`src/design/sic_pkg.sv`:
```
package sic_pkg;

    // Cache geometry
    localparam int SLOTS  = 8;
    localparam int SLOT_W = (SLOTS > 1) ? $clog2(SLOTS) : 1;

    // Field widths
    localparam int SIZE_W   = 10;
    localparam int SMOOTH_W = 2;
    localparam int INDEX_W  = 3;

    // Smoothing request codes; code three is treated like SMOOTH_ANY
    localparam logic [SMOOTH_W-1:0] SMOOTH_OFF = 2'd0;
    localparam logic [SMOOTH_W-1:0] SMOOTH_ON  = 2'd1;
    localparam logic [SMOOTH_W-1:0] SMOOTH_ANY = 2'd2;

    // Slot number to the fixed-width result field (masked or zero extended)
    function automatic logic [INDEX_W-1:0] to_index(input logic [SLOT_W-1:0] slot);
        logic [31:0] wide;
        wide = 32'(slot);
        return wide[INDEX_W-1:0];
    endfunction

endpackage

```
`src/design/size_instance_cache_unit.sv`:
```
// Channel  Direction  Handshake             Payload
// req      in         req_valid/req_stall   point_size, smooth_request
// rsp      out        rsp_valid/rsp_stall   slot_index, hit, free_previous
//
// One request per cycle while req_stall is low. A request beat is registered in the
// input register when it is taken, and its result is loaded into the result register when it advances.
// The lookup and victim pick are combinational between the input register and the
// result register, and the slot table updates as the result loads, so each update is seen by the next.
// rst_n clears the slot table at once: all slots empty, ages equal to slot index.
// A stalled result holds; the input register takes one more beat, then req_stall rises.
module size_instance_cache_unit
    import sic_pkg::*;
(
    input  logic                clk,
    input  logic                rst_n,
    input  logic                req_valid,
    output logic                req_stall,
    input  logic [SIZE_W-1:0]   point_size,
    input  logic [SMOOTH_W-1:0] smooth_request,
    output logic                rsp_valid,
    input  logic                rsp_stall,
    output logic [INDEX_W-1:0]  slot_index,
    output logic                hit,
    output logic                free_previous
);

    // Input register
    logic                in_valid_reg, in_valid_next;
    logic [SIZE_W-1:0]   in_size_reg;
    logic [SMOOTH_W-1:0] in_smooth_reg;

    // Slot table
    logic [SIZE_W-1:0]   size_reg   [SLOTS];
    logic [SMOOTH_W-1:0] smooth_reg [SLOTS];
    logic [SLOT_W-1:0]   age_reg    [SLOTS];
    logic [SLOTS-1:0]    filled_reg;

    // Result register
    logic               rsp_valid_reg, rsp_valid_next;
    logic [INDEX_W-1:0] slot_index_reg;
    logic               hit_reg;
    logic               free_previous_reg;

    logic              advance;
    logic              req_take;
    logic              any_smooth;
    logic [SLOTS-1:0]  match;
    logic              found;
    logic [SLOT_W-1:0] hit_slot;
    logic [SLOT_W-1:0] victim;
    logic [SMOOTH_W-1:0] store_smooth;

    // Handshake control
    assign advance   = in_valid_reg && (!rsp_valid_reg || !rsp_stall);
    assign req_stall = in_valid_reg && !advance;
    assign req_take  = req_valid && !req_stall;

    always_comb
    begin
        in_valid_next = in_valid_reg;
        if (req_take)
            in_valid_next = 1'b1;
        else if (advance)
            in_valid_next = 1'b0;
    end

    always_comb
    begin
        rsp_valid_next = rsp_valid_reg;
        if (advance)
            rsp_valid_next = 1'b1;
        else if (!rsp_stall)
            rsp_valid_next = 1'b0;
    end

    // Parallel tag compare
    assign any_smooth = in_smooth_reg[1];

    always_comb
    begin
        for (int i = 0; i < SLOTS; i++)
        begin
            match[i] = filled_reg[i] && (size_reg[i] == in_size_reg) &&
                       (any_smooth || (smooth_reg[i] == in_smooth_reg));
        end
    end

    // Lowest matching slot wins
    always_comb
    begin
        hit_slot = '0;
        for (int i = SLOTS - 1; i >= 0; i--)
        begin
            if (match[i])
                hit_slot = SLOT_W'(i);
        end
    end

    assign found = |match;

    // Victim: lowest slot with age zero, slot 0 if none
    always_comb
    begin
        victim = '0;
        for (int i = SLOTS - 1; i >= 0; i--)
        begin
            if (age_reg[i] == '0)
                victim = SLOT_W'(i);
        end
    end

    // Don't-care misses are stored as smoothed
    assign store_smooth = any_smooth ? SMOOTH_ON : in_smooth_reg;

    // Input register
    always_ff @(posedge clk or negedge rst_n)
    begin
        if (!rst_n)
            in_valid_reg <= 1'b0;
        else
            in_valid_reg <= in_valid_next;
    end

    always_ff @(posedge clk)
    begin
        if (req_take)
        begin
            in_size_reg   <= point_size;
            in_smooth_reg <= smooth_request;
        end
    end

    // Slot table update on a miss
    always_ff @(posedge clk or negedge rst_n)
    begin
        if (!rst_n)
        begin
            for (int i = 0; i < SLOTS; i++)
            begin
                size_reg[i]   <= '0;
                smooth_reg[i] <= SMOOTH_ANY;
                age_reg[i]    <= SLOT_W'(i);
            end
            filled_reg <= '0;
        end
        else if (advance && !found)
        begin
            for (int i = 0; i < SLOTS; i++)
            begin
                if (SLOT_W'(i) == victim)
                begin
                    age_reg[i]    <= SLOT_W'(SLOTS - 1);
                    size_reg[i]   <= in_size_reg;
                    smooth_reg[i] <= store_smooth;
                    filled_reg[i] <= 1'b1;
                end
                else if (age_reg[i] != '0)
                begin
                    age_reg[i] <= age_reg[i] - 1'b1;
                end
            end
        end
    end

    // Result register
    always_ff @(posedge clk or negedge rst_n)
    begin
        if (!rst_n)
            rsp_valid_reg <= 1'b0;
        else
            rsp_valid_reg <= rsp_valid_next;
    end

    always_ff @(posedge clk)
    begin
        if (advance)
        begin
            slot_index_reg    <= to_index(found ? hit_slot : victim);
            hit_reg           <= found;
            free_previous_reg <= !found && filled_reg[victim];
        end
    end

    assign rsp_valid     = rsp_valid_reg;
    assign slot_index    = slot_index_reg;
    assign hit           = hit_reg;
    assign free_previous = free_previous_reg;

endmodule

```
`config.mk`:
```
export PLATFORM = sky130hd
export DESIGN_NAME = size_instance_cache_unit
export DESIGN_NICKNAME = d
export VERILOG_FILES = /design/src/design/sic_pkg.sv /design/src/design/size_instance_cache_unit.sv
export SDC_FILE = /design/constraint.sdc
export NUM_CORES = 1
export LEC_CHECK = 0
export ABC_AREA = 1
export BUFFER_PORTS_ARGS = -buffer_cell sky130_fd_sc_hd__buf_2
export CAP_MARGIN = 20
export CORE_ASPECT_RATIO = 1.2
export CORE_UTILIZATION = 65
export DETAILED_ROUTE_END_ITERATION = 7
export PLACE_DENSITY_LB_ADDON = 0.12
export SYNTH_ARGS = -nofsm -noshare
export SYNTH_HDL_FRONTEND = slang
export SYNTH_SLANG_ARGS = --single-unit
```
`constraint.sdc`:
```
create_clock -name clk -period 3.8 [get_ports clk]
set_input_delay 0.19 -clock clk [delete_from_list [all_inputs] [get_ports clk]]
set_output_delay 0.19 -clock clk [all_outputs]
set_load 0.01 [all_outputs]
```
After elaboration in Yosys (flattened, before gate mapping) --
Index checks and enable logic that the tools add are counted.
Operators by class: multiplexer cells 40, add/subtract/negate cells 8, eq/ne operators 24, $lt $le $gt $ge 1, reduce and logical (&&, ||, !) cells 78
Operator list (count):
- 3-bit 2-to-1 mux | 33
- 10-bit equality test | 8
- 2-bit AND reduction | 16
- 3-bit logical NOT | 9
- 3-bit nonzero test | 8
- 3-bit by 1-bit subtractor with 3-bit output (second input constant) | 8
- 1-bit logical AND | 21
- 2-bit nonzero test | 9
- 2-bit equality test | 8
- 3-bit equality test (first input constant) | 4
- 1-bit logical OR | 9
- 8-bit OR reduction | 1
- 2-bit by 3-bit equality test with 1-bit output (first input constant) | 2
- 1-bit 2-to-1 mux | 6
- 1-bit logical NOT | 5
- 3-bit by 4-bit less-than comparator with 1-bit output (second input constant) | 1
- 1-bit binary-select mux with 3-bit select | 1
- 1-bit by 3-bit equality test with 1-bit output (first input constant) | 1
- 2-bit by 1-bit != test with 1-bit output (second input constant) | 1
Storage, ports and cells: bits of input ports 16, word-level logic and storage cells 190, bits in registers 147, output and inout bits 7

Depth between registers and ports, before layout --
word-level depth 12, mapped depth 17, depth with buffers taken out 16

Worst setup path after synthesis --
No wires, ideal clock.
kind flip-flop to flip-flop, from register age_reg[6] (netlist name), to register smooth_reg[6] (netlist name), arrival 2.178 ns, period minus slack after synthesis 2.295 ns, library setup time 0.117 ns, cell stages (with the launch flop) 17, buffers on the path 1, setup slack 1.505 ns, required time 3.683 ns, cells stage by stage dfstp_2 inv_1 ha_1 ha_1 inv_1 o21ai_0 nand2_1 nand2_1 nand2_1 nand2_1 nand2_1 nand3_1 inv_1 nand4_1 clkbuf_1 nand2_1 nand2_1
On the way: cells in the longest elaborated chain, start to end 9
RTL lines:
- start: declaration | line size_instance_cache_unit.sv:35 | logic [SLOT_W-1:0] age_reg [SLOTS];
- start signal: indexed assignment | line size_instance_cache_unit.sv:142 | age_reg[i] <= SLOT_W'(i);
- start signal: indexed assignment | line size_instance_cache_unit.sv:152 | age_reg[i] <= SLOT_W'(SLOTS - 1);
- start signal: indexed assignment | line size_instance_cache_unit.sv:159 | age_reg[i] <= age_reg[i] - 1'b1;
- 3-bit logical NOT | line size_instance_cache_unit.sv:107 | if (age_reg[i] == '0)
- 3-bit 2-to-1 mux (6 in series) | line size_instance_cache_unit.sv:107
- 3-bit equality test | line size_instance_cache_unit.sv:150 | if (SLOT_W'(i) == victim)
- 2-bit AND reduction (no line)
- end signal: indexed assignment | line size_instance_cache_unit.sv:154 | smooth_reg[i] <= store_smooth;
- end: declaration | line size_instance_cache_unit.sv:34 | logic [SMOOTH_W-1:0] smooth_reg [SLOTS];
No other way between the ends. A chain may end at the register's enable or synchronous reset.

Final worst setup path --
from register in_size_reg[3], to register size_reg[32] (netlist name)
On the way: cells in the longest elaborated chain, start to end 7, elaborated cells on any way between the ends 28, those cells by class 8 x eq/ne; 20 x reduce/logical
RTL lines:
- start: declaration | line size_instance_cache_unit.sv:29 | logic [SIZE_W-1:0] in_size_reg;
- start signal: assignment | line size_instance_cache_unit.sv:128 | in_size_reg <= point_size;
- 10-bit equality test | line size_instance_cache_unit.sv:83 | match[i] = filled_reg[i] && (size_reg[i] == in_size_reg) &&
- 1-bit logical AND (2 in series) | line size_instance_cache_unit.sv:83
- 8-bit OR reduction (*) | line size_instance_cache_unit.sv:99 | assign found = |match;
- 1-bit logical NOT (*) | line size_instance_cache_unit.sv:146 | else if (advance && !found)
- 1-bit logical AND (*) | line size_instance_cache_unit.sv:146
- 2-bit AND reduction (no line) (*)
- end signal: indexed assignment | line size_instance_cache_unit.sv:153 | size_reg[i] <= in_size_reg;
- end: declaration | line size_instance_cache_unit.sv:33 | logic [SIZE_W-1:0] size_reg [SLOTS];
Every way passes the cells marked *; elsewhere a longest branch is shown, timed or not.

==> summary.txt <==
Run status
  • Outcome: complete, no violations

Timing
  • Max-slew headroom: 0.373
  • Slew Limit Fails: 0
  • Final setup viols: 0
  • Post-layout minimum cycle time: 3150 ps
  • Hold Fails Final Rpt: 0
  • RSZ-0062 raised after global routing: false
  • Fin worst setup slack: 653 ps
  • Fmax: 318 MHz
  • Post-route clock period utilization: 0.828
  • Final clock skew: 7.07 ps
  • TNS Setup: 0 ps
  • Hold slack: 7.21 ps
  • Worst-Margin Slew: 941 ps

Global routing
  • Antenna violations before repair: 0
  • Largest net degree at the start of global routing: 101
  • First-pass GRT wire length: 31.8 mm
  • Total gr overflow: 0
  • Gr usage total: 0.342
  • Vias in the first global route: 6411

Clock network
  • Clock transition at path regs: 60 ps
  • PostCTS Resize Cnt: 0
  • Clk sink count: 147
  • CTS tree: built
  • Worst skew pair latency: 430 ps
  • Root Driver: clkbuf_16
  • CTS Buffer Depth: 2
  • Num CTS Buffers: 17
  • # hold bufs at CTS: 14
  • H-tree Lvls: 4
  • Post-CTS setup buffers: 0

Min path
  • Endpoint, Worst Hold: rsp_valid$_DFFE_PN0P_
  • Hold Path Cell Cnt: 3
  • Hold path startpoint: rsp_stall
  • Worst hold path type: input pin to flop

Setup path
  • CP endpoint kind: flop
  • Critical-path cell list: inv_2, nor2_1, nor2_1, nand3_1, a21oi_1, nand2_1, nand2_1, nor2_4, nand4_1, nand2_1, nand2_1
  • RR Endpoint: size_reg[32]$_DFFE_PN0P_
  • Crit-path max cell delay: 780 ps
  • CP delay by family, top: simple AND/OR/NAND/NOR gates
  • Most used cell, CP: nand2_1
  • Worst Path Buf+Inv: 1
  • Setup crit start kind: flop
  • Worst path slowest cell: edfxtp_1
  • Crit-path max FO: 18
  • Reg2reg start: in_size_reg[3]$_DFFE_PP_
  • Crit path DAT: 3450 ps
  • Crit path required time: 4100 ps
  • Crit Path Class: flop to flop
  • R2r setup slk: 650 ps
  • FF-to-FF path depth: 11

Floorplanning
  • DIE HEIGHT: 123 um
  • Die span in x: 103 um
  • Row cnt: 43
  • CORE AREA: 11700 um2
  • Die Area: 12600 um2
  • Ports: 23
  • Initial Util: 0.676

Cells and area
  • Final core utilization: 0.756
  • Fillers: 900
  • Layout cell share with drive strength beyond 1: 0.0921
  • Area growth, synth to finish: 11.8%
  • Non-Filler Instances: 1286
  • Multi-input logic area: 3400 um2
  • Largest register FFs: 80
  • ANT cells: 0
  • Final nets: 1148
  • Register Area: 3790 um2
  • Fin area: 8820 um2

Placement
  • Place WS: 753 ps
  • Placed Instance Area: 8100 um2
  • GPL Wtd Cong: 0.886
  • Post-Place Cells: 1240
  • # port buffers: 22
  • DP HPWL: 12.7 mm

Power and ir drop
  • Pwr Total: 7.15 mW
  • LEAKAGE: 4.78 nW
  • Max IR drop VDD: 0.423 mV
  • P per Cell Area: 810 nW/um2

Drt
  • Wirelength per Cell: 15.2 um
  • Pre-Repair DR Iteration Count: 6
  • WL final: 19.6 mm
  • Number of nets with antenna violations after routing: 0
  • Post-DR vias/cell: 5.39
  • Drc violations: 0
  • Detailed router's first-iteration violation count: 611
  • Via count: 6927

Logic synthesis
  • Syn_area_per_cell: 7.29 um2
  • Top cells by area, synth: dfrtp_1 (35%), nand2_1 (24%), dfstp_2 (6.7%)
  • Post-synthesis async set-or-reset flop share: 0.884
  • Register area share after synthesis: 0.480
  • Synth warn: 0
  • Post-synthesis sequential element count: 147
  • Post-Syn Nets: 1114
  • Synth top area share: 0.349
  • Post-synth top cells: nand2_1 (514), inv_1 (118), dfrtp_1 (110)
  • Post-synth top area cell: dfrtp_1
  • Top-count cell post-synth: nand2_1
  • Post-synth EDFFs: 17
  • Top FF cell, synth: dfrtp_1
  • Count of cell types in the netlist: 30
  • Post-Syn Area: 7890 um2
  • Syn Inst Count: 1082

Run
  • Max-cap violations: 0
layer usage:
metal  part of all wire  vias up  wire length [um]  track usage
met2               0.48      255              9490        0.556
met1               0.41     3249              8110        0.442
li1                   -     3368                 -            -
met3              0.070       55              1370       0.0718
met4              0.031        0               613        0.147
met5                  0        -                 0            0
layout by cell type (no fill, tap or decap):
master,n
a21boi_0,2
a21oi_1,17
a31oi_1,1
buf_2,21
buf_4,17
buf_6,1
bufinv_16,3
clkbuf_1,1
clkbuf_16,17
clkbuf_8,1
clkinv_1,5
clkinv_2,3
clkinv_4,1
clkinvlp_4,1
dfrtp_1,110
dfstp_2,20
dlygate4sd3_1,14
edfxtp_1,17
ha_1,16
inv_1,118
inv_2,8
nand2_1,514
nand2_2,1
nand3_1,37
nand3_4,1
nand3b_1,1
nand4_1,17
nor2_1,78
nor2_4,5
nor3_1,5
nor3_2,1
o21ai_0,43
o21ai_1,6
o22ai_1,2
or2_0,2
or2_2,3
xnor2_1,15
xor2_1,4
cell type report:
cell class,count,share of cell area
inverter,126,0.0536
timing repair buffer,53,0.0435
multi-input combinational,771,0.385
clock inverter,13,0.0159
sequential,147,0.429
clock buffer,19,0.0502
tap,157,0.0223
how the worst max path moves through the flow:
stage | depth (start not counted) | slack, ps | from | endpoint
floorplan | 16 | 1500 | age_reg[6]$_DFFE_PN1P_ | smooth_reg[6]$_DFFE_PN0P_
global placement | 12 | 790 | in_size_reg[3]$_DFFE_PP_ | age_reg[21]$_DFFE_PN0P_
detailed placement | 11 | 750 | in_size_reg[3]$_DFFE_PP_ | age_reg[23]$_DFFE_PN0P_
CTS | 12 | 710 | in_size_reg[3]$_DFFE_PP_ | age_reg[16]$_DFFE_PN1P_
global route | 11 | 410 | in_size_reg[3]$_DFFE_PP_ | size_reg[32]$_DFFE_PN0P_
finish | 11 | 650 | in_size_reg[3]$_DFFE_PP_ | size_reg[32]$_DFFE_PN0P_
worst reg2reg max path, stage by stage, from the launching register on:
cell and delay (ps):
edfxtp_1 780, inv_2 240, nor2_1 150, nor2_1 70
nand3_1 80, a21oi_1 40, nand2_1 140, nand2_1 140
nor2_4 420, nand4_1 580, nand2_1 280, nand2_1 100
cell families (layout without fill, tap and decap cells):
kind of cell               after synthesis  after routing  synth area share
buffers and inverters                  164            211            0.0894
xor gates and xnor gates                19             19            0.0211
and+or+nand+nor                        665            665             0.338
AOI/OAI and AO/OA                       71             71            0.0461
adders and majority gates               16             16            0.0254
DFF                                    147            147             0.480
power breakdown:
part	total, mW	internal (mW)	switching [mW]
combinational	2.78	0.989	1.79
clock	1.67	1.03	0.635
sequential	2.70	2.29	0.413
(Power assumes the default switching activity.)
